<file path="src/rtl/core/rti_ram.sv">
module rti_ram #(
  parameter int WIDTH = 32,
  parameter int DEPTH = 64
) (
  input  logic                     clk,
  input  logic                     we,
  input  logic [$clog2(DEPTH)-1:0] waddr,
  input  logic [WIDTH-1:0]         wdata,
  input  logic [$clog2(DEPTH)-1:0] raddr,
  output logic [WIDTH-1:0]         rdata
);
  logic [WIDTH-1:0] mem [DEPTH];

  always_ff @(posedge clk) begin
    if (we) begin
      mem[waddr] <= wdata;
    end
    rdata <= mem[raddr];
  end
endmodule

</file>
<file path="config.mk">
export PLATFORM = sky130hd
export DESIGN_NAME = rti_ram
export DESIGN_NICKNAME = d
export VERILOG_FILES = /design/src/rtl/core/rti_ram.sv
export SDC_FILE = /design/constraint.sdc
export NUM_CORES = 2
export LEC_CHECK = 0
export BUFFER_PORTS_ARGS = -buffer_cell sky130_fd_sc_hd__buf_2
export CAP_MARGIN = 20
export CELL_PAD_IN_SITES_DETAIL_PLACEMENT = 1
export CELL_PAD_IN_SITES_GLOBAL_PLACEMENT = 1
export CORE_UTILIZATION = 41
export CTS_BUF_LIST = sky130_fd_sc_hd__clkbuf_2
export CTS_CLUSTER_DIAMETER = 150
export CTS_CLUSTER_SIZE = 30
export DETAILED_ROUTE_END_ITERATION = 10
export PLACE_DENSITY = 0.68
export SYNTH_ARGS = -nofsm -noshare
export SYNTH_HDL_FRONTEND = slang
export SYNTH_SLANG_ARGS = --single-unit
</file>
<file path="constraint.sdc">
create_clock -name clk -period 3.6 [get_ports clk]
set_clock_uncertainty 0.1 [all_clocks]
set_input_delay 0 -clock clk [delete_from_list [all_inputs] [get_ports clk]]
set_output_delay 0 -clock clk [all_outputs]
set_load 0.005 [all_outputs]
</file>
== Word-level counts from Yosys, hierarchy flattened ==
Memories as Yosys holds them, arrays and structs flattened. A register that Yosys moved wholly into a read port is not among the register bits.
Cells that the tools add are included.

* Multiplexer cells: 2

{| class="wikitable"
|+ Operator list
! kind !! number
|-
| two-way mux 1 bit || 2
|}

* Flip-flop bits (word level): 0
* Memories: 1
* Memory bits (writable): 2,048
* Logic and storage cells: 3

{| class="wikitable"
|+ Memory list
! name !! words !! bits a word !! read ports !! clocked after memory_dff !! write ports !! RTL line !! RTL
|-
| mem || 64 || 32 || 1 || 1 || 1 || 12 || <nowiki>logic [WIDTH-1:0] mem [DEPTH];</nowiki>
|}

== Logic depth before layout (Yosys ltp) ==
* Depth in word-level cells: 2
* Depth in mapped cells: 10
* Depth with buffers taken out: 5

== Least setup slack after synthesis ==
OpenSTA, ideal clock, no wires.

* Kind: input -> register
* Start point: input port waddr[3]
* End point: memory mem[48][0] (enable)
* Data required time: 3.039 ns
* Stages on the path: 4
* Slack: 0.340 ns
* Arrival: 2.699 ns
* Cells stage by stage: clkbuf_1 > nor2b_1 > nand4b_1 > nor3_1

{| class="wikitable"
|+ RTL lines
! what !! RTL line !! RTL
|-
| start: declaration || 7 || <nowiki>input logic [$clog2(DEPTH)-1:0] waddr,</nowiki>
|-
| end: declaration || 12 ||
|}

No word-level cell before the write port.

==> impl_metrics.yaml <==
outcome:
  status: "completed"
die:
  design.die.area_mm2: 0.193
  initial_core_util_pct: 41.3
  die_y_um: 440
  pin_count: 78
  rows: 160
  core-area_mm2: 0.190
  die_w_um: 440
placed_design:
  gp_congestion: 0.795
  io_buffers: 77
  hpwl_um: 125000
  place_area_mm2: 0.0837
yosys:
  synth_nets: 3370
  synth_edf_count: 2048
  async_reset_ff_share_pct: 0
  syn-instance-count: 3324
  ys.warnings.count: 0
  synth_area_mm2: 0.0785
  syn_area_per_cell_um2: 23.6
  yosysSeqAreaShare_pct: 79.1
  ys_types: 34
  synth-seq-cells: 2080
  synth_flop_cell: "edfxtp_1"
cts:
  clkSinkCount: 2080
  clockBufferDepth: 3
  cts_root_buf: "clkbuf_2"
  post_cts_buffers: 0
  clk_pin_slew_ps: 530
  numCtsBuffers: 79
  cts.htree.levels: 3
  cts_tree: "done"
  clock_latency_ps: 1740
critical_path:
  end_kind: "flop"
  cp_slowest_cell: "dlygate4sd3_1"
  worst_ep_arrival_time_ps: 4930
  crit_family: "buffers and inverters"
  path_buf_inv: 9
  rr_startpoint: "mem[32][9]"
  r2r_slack_ps: 300
  cpMostUsedCell: "dlygate4sd3_1"
  cpPeakStageDelay_ps: 590
  cp-start-kind: "input port"
  cp_cell_sequence: "dlygate4sd3_1, dlygate4sd3_1, dlygate4sd3_1, buf_2, buf_12, buf_4, or2_1, buf_4, a311oi_1, dlygate4sd3_1, nor3_1, dlygate4sd3_1"
  crit_fanout: 20
  path_class: "in -> reg"
  crit_required_ps: 5210
  r2r_end: "rdata[9]"
  reg2reg_depth: 8
pwr:
  p_per_area_mw_per_mm2: 433
  p_leak_nw: 26.4
  ir_drop_uv: 239
  combPwrFrac_pct: 7.5
  power_frac_seq_pct: 71.9
  p_clk_share_pct: 20.6
  switchingPower_mw: 8.48
  total_power_mw: 37.5
  swShare_pct: 22.6
  internal-power_mw: 29.0
sta:
  finalSetupViolations: 0
  worst_pin_slew_ps: 1070
  hold_slack_ps: 191
  fin_tns_setup_ps: 0
  slew_violations: 0
  fmax_mhz: 301
  min_period_over_period_pct: 92.3
  hold_violations: 0
  relSlewSlack_pct: 28.5
  rsz0062_at_grt: "no"
  period_minus_slack_ps: 3320
route:
  vias: 37400
  wirelength_um: 214000
  ant_nets: 0
  drt-wirelength-per-cell_um: 34.2
  first_iter_violations: 4580
  route.detailed.drc: 0
  dr.pass1.iters: 5
  via_per_inst: 5.98
grt:
  grt_remaining_overflow: 0
  grt_pass1_wl_um: 300000
  track_usage_pct: 22.2
  antenna_found_initial: 15
  grt_max_degree: 65
  grt_pass1_vias: 38400
min_path:
  min_to: "mem[31][20]"
  hold_depth: 6
  hp-start: "waddr[3]"
  min_path_type: "in -> reg"
layout:
  drive_above_1_share_pct: 28.3
  post-route-util_pct: 45.6
  fill_cells: 17200
  syn_to_final_growth_pct: 10.4
  layout.nets: 3737
  final_cell_area_mm2: 0.0867
run:
  cap_violations: 0
worst max-delay path by stage:
stage	cells after the start	endpoint	slack, ps	startpoint
global route	12	rdata[8]	170	raddr[4]
finish	12	rdata[8]	280	raddr[4]
floorplan	4	mem[48][0]	340	waddr[3]
detailed placement	6	rdata[14]	370	raddr[0]
CTS	9	rdata[4]	50	mem[38][4]
global placement	6	rdata[14]	410	raddr[0]
worst reg2reg max path, stage by stage (launching register included):
cell and delay [ps]:
edfxtp_1 490, mux4_2 450, dlygate4sd3_1 570, o221ai_1 200, dlygate4sd3_1 590, a21oi_1 60, dlygate4sd3_1 590, a21oi_1 130
nor2_1 60
layout by cell type, fill, tap and decap left out, drive strengths merged, types with 26 or more instances in the layout:
cell,netlist,final
a21oi,62,62
buf,108,314
clkbuf,74,128
dfxtp,32,32
dlygate4sd3,0,153
edfxtp,2048,2048
mux2i,93,93
mux4,544,544
nand2,26,26
nor2,137,137
o221ai,27,27
o22ai,84,84
synthesized netlist by cell type (all sizes together), types with 5 or more instances:
cell type | number | share of area (%)
clkbuf | 74 | 0.35
nor2 | 137 | 0.65
nand3b | 5 | 0.048
nand2b | 8 | 0.064
mux2i | 93 | 1.2
nor3 | 7 | 0.045
o221ai | 27 | 0.30
buf | 108 | 0.77
edfxtp | 2048 | 78
dfxtp | 32 | 0.82
nand2 | 26 | 0.12
or3b | 5 | 0.056
a21oi | 62 | 0.40
nor2b | 15 | 0.12
a311oi | 8 | 0.089
nand3 | 5 | 0.032
o22ai | 84 | 0.67
mux4 | 544 | 16
a22oi | 12 | 0.11
through the flow:
step                setup WS (ps)  std cells
floorplan                     340       3324
CTS                          50.7       6252
global placement              409       5935
global route                  174       6259
finish                        278       6261
detailed placement            368       5936
metal layers:
layer  routed length, um  GRT usage (%)
met1               86500           30.8
met2              108000           37.5
met3               15100           2.68
met4                4840           5.31
met5                  40              0
state kept, by name, indices dropped and copies added, names as in the netlist:
register,count
rdata,32
mem,2048
final cells by class:
type                    count  area [um^2]  share of cell area, %
flip-flops and latches   2080        62100                   71.7
multi-input cells        1062        16000                   18.4
repair buffers            468         4690                   5.41
well taps                2511         3140                   3.62
clock buffers             128          641                  0.739
clock inverters             5         88.8                  0.102
diodes                      7         17.5                 0.0202
power by group through the flow:
stage	Sequential, mW	Combinational, mW	Clock (mW)
2_1_floorplan	27.4	1.30	0
3_3_place_gp	27.5	2.52	0
3_5_place_dp	27.5	2.59	0
4_1_cts	27.0	2.85	7.93
5_1_grt	27.0	2.97	8.53
6_report	27.0	2.83	7.74
kinds of logic after synthesis:
logic type             synth area share [%]
buffers and inverters                  1.13
AND/OR/NAND/NOR                        1.27
AO/OA/AOI/OAI                          1.67
flip-flops                             79.1
multiplexers                           16.8
repair_timing:
action	CTS	global route
resized for setup	0	2
hold buffers	183	1
endpoints found under the hold margin	4128	8
setup endpoints to repair	0	2
Power figures use the tool's default switching activity.
