==> config.mk <==
export PLATFORM = sky130hd
export DESIGN_NAME = rti_div
export DESIGN_NICKNAME = d
export VERILOG_FILES = /design/src/rtl/core/rti_pkg.sv /design/src/rtl/core/rti_div.sv
export SDC_FILE = /design/constraint.sdc
export NUM_CORES = 1
export LEC_CHECK = 0
export BUFFER_PORTS_ARGS = -buffer_cell sky130_fd_sc_hd__buf_4
export CAP_MARGIN = 20
export CORE_MARGIN = 3
export CORE_UTILIZATION = 62
export DETAILED_ROUTE_END_ITERATION = 12
export PLACE_DENSITY = 0.95
export SLEW_MARGIN = 20
export SYNTH_ARGS = -nofsm -noshare
export SYNTH_HDL_FRONTEND = slang
export SYNTH_SLANG_ARGS = --single-unit
==> constraint.sdc <==
create_clock -name clk -period 5.9 [get_ports clk]
set_input_delay 0 -clock clk [delete_from_list [all_inputs] [get_ports clk]]
set_output_delay 0 -clock clk [all_outputs]
set_load 0.005 [all_outputs]
==> src/rtl/core/rti_pkg.sv <==
package rti_pkg;
  localparam int WL_W   = 32;
  localparam int RSP_W  = 17;
  localparam int PACK_W = 3 * RSP_W;
  localparam logic [RSP_W-1:0] ONE_Q16 = 17'd65536;

  localparam logic [1:0] ST_OK     = 2'd0;
  localparam logic [1:0] ST_DOMAIN = 2'd1;
  localparam logic [1:0] ST_REJECT = 2'd2;

  localparam logic OP_WRITE = 1'b0;
  localparam logic OP_EVAL  = 1'b1;

  function automatic logic [RSP_W-1:0] sat_one(input logic [RSP_W-1:0] v);
    sat_one = (v > ONE_Q16) ? ONE_Q16 : v;
  endfunction
endpackage

==> src/rtl/core/rti_div.sv <==
// restoring divider: (num << 16) / den, one quotient bit per cycle
module rti_div
  import rti_pkg::*;
(
  input  logic            clk,
  input  logic            rst,
  input  logic            start,
  input  logic [WL_W-1:0] num,
  input  logic [WL_W-1:0] den,
  output logic            done,
  output logic [15:0]     quo
);
  logic [WL_W:0]   rem;
  logic [WL_W-1:0] dvs;
  logic [4:0]      cnt;
  logic            busy;
  logic [WL_W:0]   trial;

  // numerator is below the divisor, so the remainder stays under it
  assign trial = {rem[WL_W-1:0], 1'b0} - {1'b0, dvs};

  always_ff @(posedge clk) begin
    if (rst) begin
      busy <= 1'b0;
      done <= 1'b0;
    end else begin
      done <= 1'b0;
      if (start) begin
        busy <= 1'b1;
        cnt  <= 5'd0;
        rem  <= {1'b0, num};
        dvs  <= den;
      end else if (busy) begin
        if (!trial[WL_W] || rem[WL_W-1]) begin
          rem <= {1'b0, trial[WL_W-1:0]};
          quo <= {quo[14:0], 1'b1};
        end else begin
          rem <= {rem[WL_W-1:0], 1'b0};
          quo <= {quo[14:0], 1'b0};
        end
        cnt <= cnt + 5'd1;
        if (cnt == 5'd15) begin
          busy <= 1'b0;
          done <= 1'b1;
        end
      end
    end
  end
endmodule

After elaboration in Yosys (flattened, before gate mapping) --
Cells that the tools add are included.
Operators by class: add/subtract/negate cells 2, multipliers 0, divide/modulo/power cells 0, order comparisons 0, equality and inequality tests 1, shift-type cells 0, muxes and demuxes 9, bitwise gates (word level) 3, reductions and logical operators 7
Operator list (count):
- 32-bit 2-to-1 mux | 3
- 33-bit by 32-bit subtractor with 33-bit output | 1
- 5-bit by 1-bit adder with 5-bit output, second input constant | 1
- 5-bit by 4-bit equality test with 1-bit output, second input constant | 1
- 1-bit 2-to-1 mux | 5
- 5-bit 2-to-1 mux | 1
- 2-bit AND reduction | 2
- 1-bit NOT | 3
- 3-bit AND reduction | 1
- 3-bit OR reduction | 1
- 2-bit nonzero test | 1
- 1-bit zero test | 1
- 1-bit logical OR | 1
Word-level totals: bits in registers 87, bits in latches 0, RAM bits 0, memory bits (read-only) 0, input bits 67, output and inout port bits 17, logic and storage cells 28, memories kept 0

Depth between registers and ports, before layout --
Gate-level depths: netlist of run 1.
word-level depth 6, depth in mapped cells 13, mapped depth without buffers 11

Worst setup path after synthesis of run 1 --
Ideal clock, no wire load.
kind reg-to-reg, from reg rem[0], to reg rem[18] (data pin), setup time 176 ps, arrival time 2754 ps, data required time 5724 ps, slack 2970 ps, cell stages (with the launch flop) 12, path buffers 2, clock period less this slack 2930 ps, cell sequence edfxtp_1 > fa_1 > a211oi_1 > o211ai_1 > a31oi_1 > o22ai_2 > o31ai_1 > o21a_1 > buf_6 > clkbuf_1 > nand3_1 > o311ai_2
On the way: cells in the longest elaborated chain, start to end 6
RTL lines:
- from (decl) | line rti_div.sv:13 | logic [WL_W:0] rem;
- from (signal assigned) | line rti_div.sv:31 | rem <= {1'b0, num};
- from (signal assigned) | line rti_div.sv:35 | rem <= {1'b0, trial[WL_W-1:0]};
- from (signal assigned) | line rti_div.sv:38 | rem <= {rem[WL_W-1:0], 1'b0};
- 33-bit by 32-bit subtractor with 33-bit output * | line rti_div.sv:20 | assign trial = {rem[WL_W-1:0], 1'b0} - {1'b0, dvs};
- 1-bit zero test | line rti_div.sv:34 | if (!trial[WL_W] || rem[WL_W-1]) begin
- 1-bit logical OR | line rti_div.sv:34
- 32-bit 2-to-1 mux * | line rti_div.sv:34
- 32-bit 2-to-1 mux * | line rti_div.sv:33 | end else if (busy) begin
- 32-bit 2-to-1 mux * | line rti_div.sv:28 | if (start) begin
Every way passes the cells marked *; elsewhere a longest branch is shown, timed or not. The select of a mux whose other input is x is not followed. A chain may end at the register's enable or synchronous reset.

Final worst setup path of run 1 --
from reg rem[0], to reg rem[12] (data pin)
Same word-level chain as after synthesis.

==> results of run 1 <==
cell type report:
class	instances	area (µm²)
inverters	42	158
repair buffers	141	1200
clock buffers	9	124
well taps	105	131
clock inverters	7	71.3
diodes	1	2.50
fillers	433	1520
multi-input cells	348	2460
flip-flops and latches	87	2590
layer usage:
layer	GRT usage [%]	up-vias	share of wire, %
met2	47.8	322	48
met4	18.5	0	5.9
met5	0	-	0
li1	-	2125	-
met1	35.3	2170	38
met3	6.29	82	8.4
metrics by stage:
stage                     instances  cell area (µm²)
after CTS                       739             6730
final                           740             6740
after detailed placement        667             5970
after global routing            739             6740
after global placement          667             5970
after floorplan                 499             5290
how the worst max path moves through the flow:
stage	depth (start not counted)	end	slack, ns
floorplan	11	rem[18]$_DFFE_PP_	2.97
global placement	10	rem[14]$_DFFE_PP_	2.00
detailed placement	10	rem[12]$_DFFE_PP_	1.78
CTS	10	rem[14]$_DFFE_PP_	1.71
global route	10	rem[13]$_DFFE_PP_	1.73
finish	10	rem[12]$_DFFE_PP_	1.92
power by group:
part | total, W | internal, W | switching, W
Sequential | 0.000763 | 0.000738 | 0.0000251
Clock | 0.000424 | 0.000165 | 0.000259
Combinational | 0.000552 | 0.000240 | 0.000311
registers in the layout, indices dropped and copies added, names as in the netlist:
| name | cells |
|---|---|
| rem | 32 |
| quo | 16 |
| cnt | 5 |
| done | 1 |
| busy | 1 |
| dvs | 32 |
logic make-up after synthesis:
| family | Yosys count | share of synthesized area (%) |
|---|---|---|
| mux | 7 | 1.32 |
| simple gates | 132 | 11.8 |
| xor+xnor | 28 | 4.63 |
| compound gates | 147 | 20.1 |
| buf+inv | 64 | 4.94 |
| flops | 87 | 49.0 |
| fa+ha+maj | 34 | 8.18 |
cell usage in the layout, fill, tap and decap left out, drive strengths merged, types with 10 or more instances in the layout:
| cell type | synthesis | final |
|---|---|---|
| buf | 6 | 85 |
| nor2 | 22 | 22 |
| dlygate4sd3 | 0 | 56 |
| inv | 42 | 46 |
| a31oi | 10 | 10 |
| edfxtp | 85 | 85 |
| nand3 | 19 | 19 |
| xor2 | 14 | 14 |
| o311ai | 16 | 16 |
| xnor2 | 14 | 14 |
| a21oi | 34 | 34 |
| o31ai | 10 | 10 |
| nand2 | 49 | 49 |
| and2 | 11 | 11 |
| o21ai | 22 | 22 |
| ha | 33 | 33 |
critical path: cells and delay by family, from the launching register on:
kind	cells	cell delay, ns
DFF	1	0.46
muxes	1	0.20
buffers and inverters	1	0.21
adders and majority gates	1	0.52
AOI/OAI and AO/OA	7	2.27
==> metrics.txt, run 1 <==
status complete, but fails checks; failing checks hold timing; Distinct cells, synth 57; Initial Utilization 64.1%; Root Driver clkbuf_8; Synth area leader edfxtp_1; Setup CP Type flip-flop to flip-flop; synth-to-layout area growth 27.4%; R2R depth 10; first drt pass iteration count 7; top-count cell post-synth edfxtp_1; share of the synthesized area in the top cell type around half; CTS tree done; Total Negative Setup Slacks 0 ns; Vias ~4700; share of layout cells above drive strength 1 around a fifth; Initial DRC Count about 480; vias in the first global route 4690; DRC 0; syn nets 600; RR Startpoint rem[0]$_DFFE_PP_; hold_buf cts between 50 and 60; global-route wire length before repair about 23000 µm; Reg clk slew, reported paths around 0.10 ns; Max Slew Vio Count 0; Final setup viols 0; Worst Path Required between 5 and 6 ns; Total Wirelength ~14000 µm; Hold WC Path Type input pin to flip-flop; r2r endpoint rem[12]$_DFFE_PP_; Worst-Margin Slew between 1 and 1.5 ns; final-report hold violation count 1; Total Power around 0.0017 W; total gr overflow 0; Post-DP HPWL between 8000 and 9000 µm; Cells after Synth roughly 500; Setup WS pre-CTS around 1.8 ns; crit-path cells fa_1 > a211oi_1 > o211ai_1 > a31oi_1 > o22ai_2 > o31ai_1 > o21a_4 > inv_2 > mux2i_1 > a21oi_1; Post-CTS Resized 0; Tot GR Track Use just under 30%; relative slew slack approximately 28%; final setup margin between 1.5 and 2 ns; num rows 33; H-Tree Depth 3; Final min period roughly 4 ns; Longest Clk Path Bufs 2; final net count 730; Die X 98.4 µm; critical path capture point type flip-flop; core area approximately 8300 µm²; worst hold path cell count 4; crit path from rem[0]$_DFFE_PP_; initial antenna violation count 0; Clk Latency, worst-skew pair around 0.39 ns; Hold Path End rem[23]$_DFFE_PP_; Worst VDD drop between 0.2 and 0.25 mV; crit path DAT around 4.1 ns; RSZ-0062 raised after global routing false; routability cong. between 0.9 and 1; post-route ant nets 0; leak pwr 2.75 nW; number of max-cap violations 0; CP Max Fanout 52; die area 9680 µm²; Max Clock Skew roughly 0.025 ns; fin util between 80% and 90%; Min-Delay Startpoint num[23]; IO buf count 83; flop2flop setup slack approximately 1.9 ns; Yosys reg bits 87; syn_area_per_cell 10.6 µm²; Hold WS -0.00146 ns; largest net degree at the start of global routing between 60 and 70; setup bufs post-CTS 0; Post-synth EDFFs 85; pwr/cell area 258 nW/µm²; # IOs 84; top_reg_cell synth edfxtp_1; Cell Area, Synth approximately 5300 µm²; die height a little under 100 µm; Sink Count slightly below 90; top cells by count, synth 85 x edfxtp_1, 49 x nand2_1, 41 x inv_1; CP peak stage delay between 0.6 and 0.7 ns; Startpoint Class flip-flop; async set-reset flop share out of synthesis 0%; slowest stage cell on the critical path o21a_4; yosys synthesis warning count 0; wire per inst about 19 µm; sequential area share after synthesis 49.0%; Final Cycle Share between 60% and 70%; FMAX 0.251 GHz; synth top area cells edfxtp_1 48%, ha_1 7.8%, nand2_1 3.5%, a21oi_1 3.2%, inv_1 2.9%; Vias/cell 6.35; cts bufs inserted 9
No activity file was read; power rests on OpenSTA's default activity.
==> run 2: changes to the inputs <==
--- a/config.mk
+++ b/config.mk
@@ -8,9 +8,9 @@
 export BUFFER_PORTS_ARGS = -buffer_cell sky130_fd_sc_hd__buf_4
 export CAP_MARGIN = 20
 export CORE_MARGIN = 3
-export CORE_UTILIZATION = 62
+export CORE_UTILIZATION = 52
 export DETAILED_ROUTE_END_ITERATION = 12
-export PLACE_DENSITY = 0.95
+export PLACE_DENSITY = 0.89
 export SLEW_MARGIN = 20
 export SYNTH_ARGS = -nofsm -noshare
 export SYNTH_HDL_FRONTEND = slang
==> constraint.sdc (replaced) <==
create_clock -name clk -period 3.5 [get_ports clk]
set_input_delay 0 -clock clk [delete_from_list [all_inputs] [get_ports clk]]
set_output_delay 0 -clock clk [all_outputs]
set_load 0.005 [all_outputs]
==> run 2 against run 1 <==
Effect of this change:
- the flow now finishes without violations
- clock power rose by 99%
- fmax increased by 22%
- register-to-register slack worse by 1.7 ns
- combinational power increased by 67%
- setup slack got worse by 1.7 ns
- global-route usage fell by 5.7 points
- sequential share of layout area shrank 0.80 points
- via count decreased by 2.7%
- die area increased by 18%
- critical endpoint is now rem[16]$_DFFE_PP_
==> metrics.txt, run 2 (synthesis results as in run 1) <==
vias in the first global route 4555 (-2.9%); Regs by FF count dvs (32), rem (32), quo (16); relative slew slack 48.4% (+20 points); Hold WC Path Type input pin to flip-flop; die height 107 µm (+8.6%); H-Tree Depth 3 (unchanged); Hold Path End rem[22]$_DFFE_PP_; Worst-Margin Slew 0.773 ns (-0.307 ns); met1 usage 29.5% (-5.8 points); met3 Use GR 3.97% (-2.3 points); final setup margin 0.248 ns (-1.67 ns); Worst VDD drop 0.268 mV (+27%); crit path from rem[0]$_DFFE_PP_; global-route wire length before repair 21300 µm (-5.4%); global routing's busiest layer met2; die area 11400 µm² (+18%); routability cong. 0.902 (-5.7%); Min-Delay Startpoint num[22]; RSZ-0062 raised after global routing false; # IOs 84 (unchanged); largest net degree at the start of global routing 69 (unchanged); total gr overflow 0 (unchanged); status complete, no violations; Post-DP HPWL 8840 µm (+1.0%); pwr/cell area 444 nW/µm² (+72%); number of max-cap violations 0 (unchanged); final-report hold violation count 0 (-1); IO buf count 83 (unchanged); CP Max Fanout 26 (-50%); Initial DRC Count 386 (-19%); Root Driver clkbuf_8; core area 9820 µm² (+19%); Longest Clk Path Bufs 2 (unchanged); synth-to-layout area growth 30.1%; Antenna Cells 0 (-1); Vias 4571 (-2.7%); Startpoint Class flip-flop; critical path capture point type flip-flop; Final Cycle Share 92.9% (+25 points); Setup CP Type flip-flop to flip-flop; Initial Utilization 53.9% (-10 points); CTS tree done; Die X 107 µm (+8.6%); worst hold path cell count 4 (unchanged); r2r endpoint rem[16]$_DFFE_PP_; Tot GR Track Use 23.6% (-5.7 points); num rows 36 (+9.1%); RR Startpoint rem[0]$_DFFE_PP_; Clk Latency, worst-skew pair 0.37 ns (-0.02 ns); Total Wirelength 13200 µm (-6.2%); FMAX 0.308 GHz (+22%); crit path DAT 3.42 ns (-0.64 ns); Final min period 3.25 ns (-0.731 ns); final net count 737 (+0.96%); commonest non-fill, non-tap cell in the layout buf_4; Final setup viols 0 (unchanged); post-route ant nets 0 (unchanged); Sink Count 87 (unchanged); initial antenna violation count 0 (unchanged); R2R depth 10 (unchanged); flop2flop setup slack 0.25 ns (-1.67 ns); cts bufs inserted 9 (unchanged); Setup WS pre-CTS 0.195 ns (-1.58 ns); met2 Usage GRT 39.9% (-7.9 points); multi-input combinational cell area 2460 µm² (unchanged); FF/Latch Area 2590 µm² (unchanged); Total Negative Setup Slacks 0 ns (unchanged); Max Slew Vio Count 0 (unchanged); leak pwr 2.82 nW (+2.3%); Max Clock Skew 0.0114 ns (-0.0134 ns); Reg clk slew, reported paths 0.09 ns (about the same); Worst Path Required 3.67 ns (-2.31 ns); first drt pass iteration count 7 (unchanged); most frequent cells in the layout 90 x buf_4, 85 x edfxtp_1, 57 x dlygate4sd3_1; DRC 0 (unchanged); Vias/cell 5.91 (-7.0%); share of layout cells above drive strength 1 20.1% (+0.57 points); wire per inst 17.0 µm (-10%); # fillers 718 (+66%)
[run 2: cell count changes in the layout (fill, tap and decap cells not counted), sizes merged]
cell / change
buf: +6
bufinv: +3
clkbuf: +2
clkinv: +1
clkinvlp: -2
diode: -1
dlygate4sd3: +1
inv: -4
[run 2: how the worst max path moves through the flow]
stage | endpoint | slack (ns) | cells after the start
final | rem[16]$_DFFE_PP_ | 0.25 | 10
after global routing | rem[16]$_DFFE_PP_ | 0.003 | 10
after CTS | rem[16]$_DFFE_PP_ | 0.11 | 10
after detailed placement | rem[2]$_DFFE_PP_ | 0.19 | 10
after global placement | rem[16]$_DFFE_PP_ | 0.32 | 10
after floorplan | rem[18]$_DFFE_PP_ | 0.57 | 11
[run 2: timing repair]
action	4_1_cts	5_1_grt
setup endpoints to repair	0	25
hold endpoints to repair	57	0
gates resized for setup	0	1
buffers inserted	0	3
hold buffers	57	0
[run 2: final cells by class]
type | count | area share (%)
sequential | 87 | 37.7
clock buffer | 11 | 1.91
inverter | 42 | 2.29
clock inverter | 5 | 1.56
timing repair buffer | 148 | 18.4
multi-input combinational | 348 | 35.8
tap | 133 | 2.42
[run 2: power by group]
| group | switching [W] | total, W | internal (W) | leakage [nW] |
|---|---|---|---|---|
| clock | 0.000367 | 0.000845 | 0.000477 | 0.118 |
| combinational | 0.000505 | 0.000924 | 0.000419 | 1.88 |
| sequential | 0.0000415 | 0.00129 | 0.00124 | 0.818 |
[run 2: metal layers]
layer / vias to the layer above / wire length [µm]
met3: 50 / 871
met5: - / 0
met1: 2144 / 5270
li1: 2136 / -
met2: 241 / 6580
met4: 0 / 464
[run 2: critical path, stage by stage (launching register included)]
cell      delay (ns)
edfxtp_1        0.44
fa_1            0.50
a211oi_1        0.31
o211ai_1        0.19
a31oi_2         0.31
o22ai_2         0.16
o31ai_1         0.29
o21a_2          0.30
buf_12          0.22
nor3_1          0.07
a221oi_1        0.26
[run 2: stage by stage]
step,instance area (µm²),instances,util [%],total power [W],hold WS [ns]
after floorplan,5290,499,-,0.00192,0.0728
after global placement,6040,698,61.5,0.00210,0.178
after detailed placement,6040,698,61.5,0.00214,0.179
after CTS,6850,771,69.8,0.00304,0.00628
after global routing,6880,774,70.1,0.00320,0.0314
final,6880,774,70.1,0.00305,0.0209
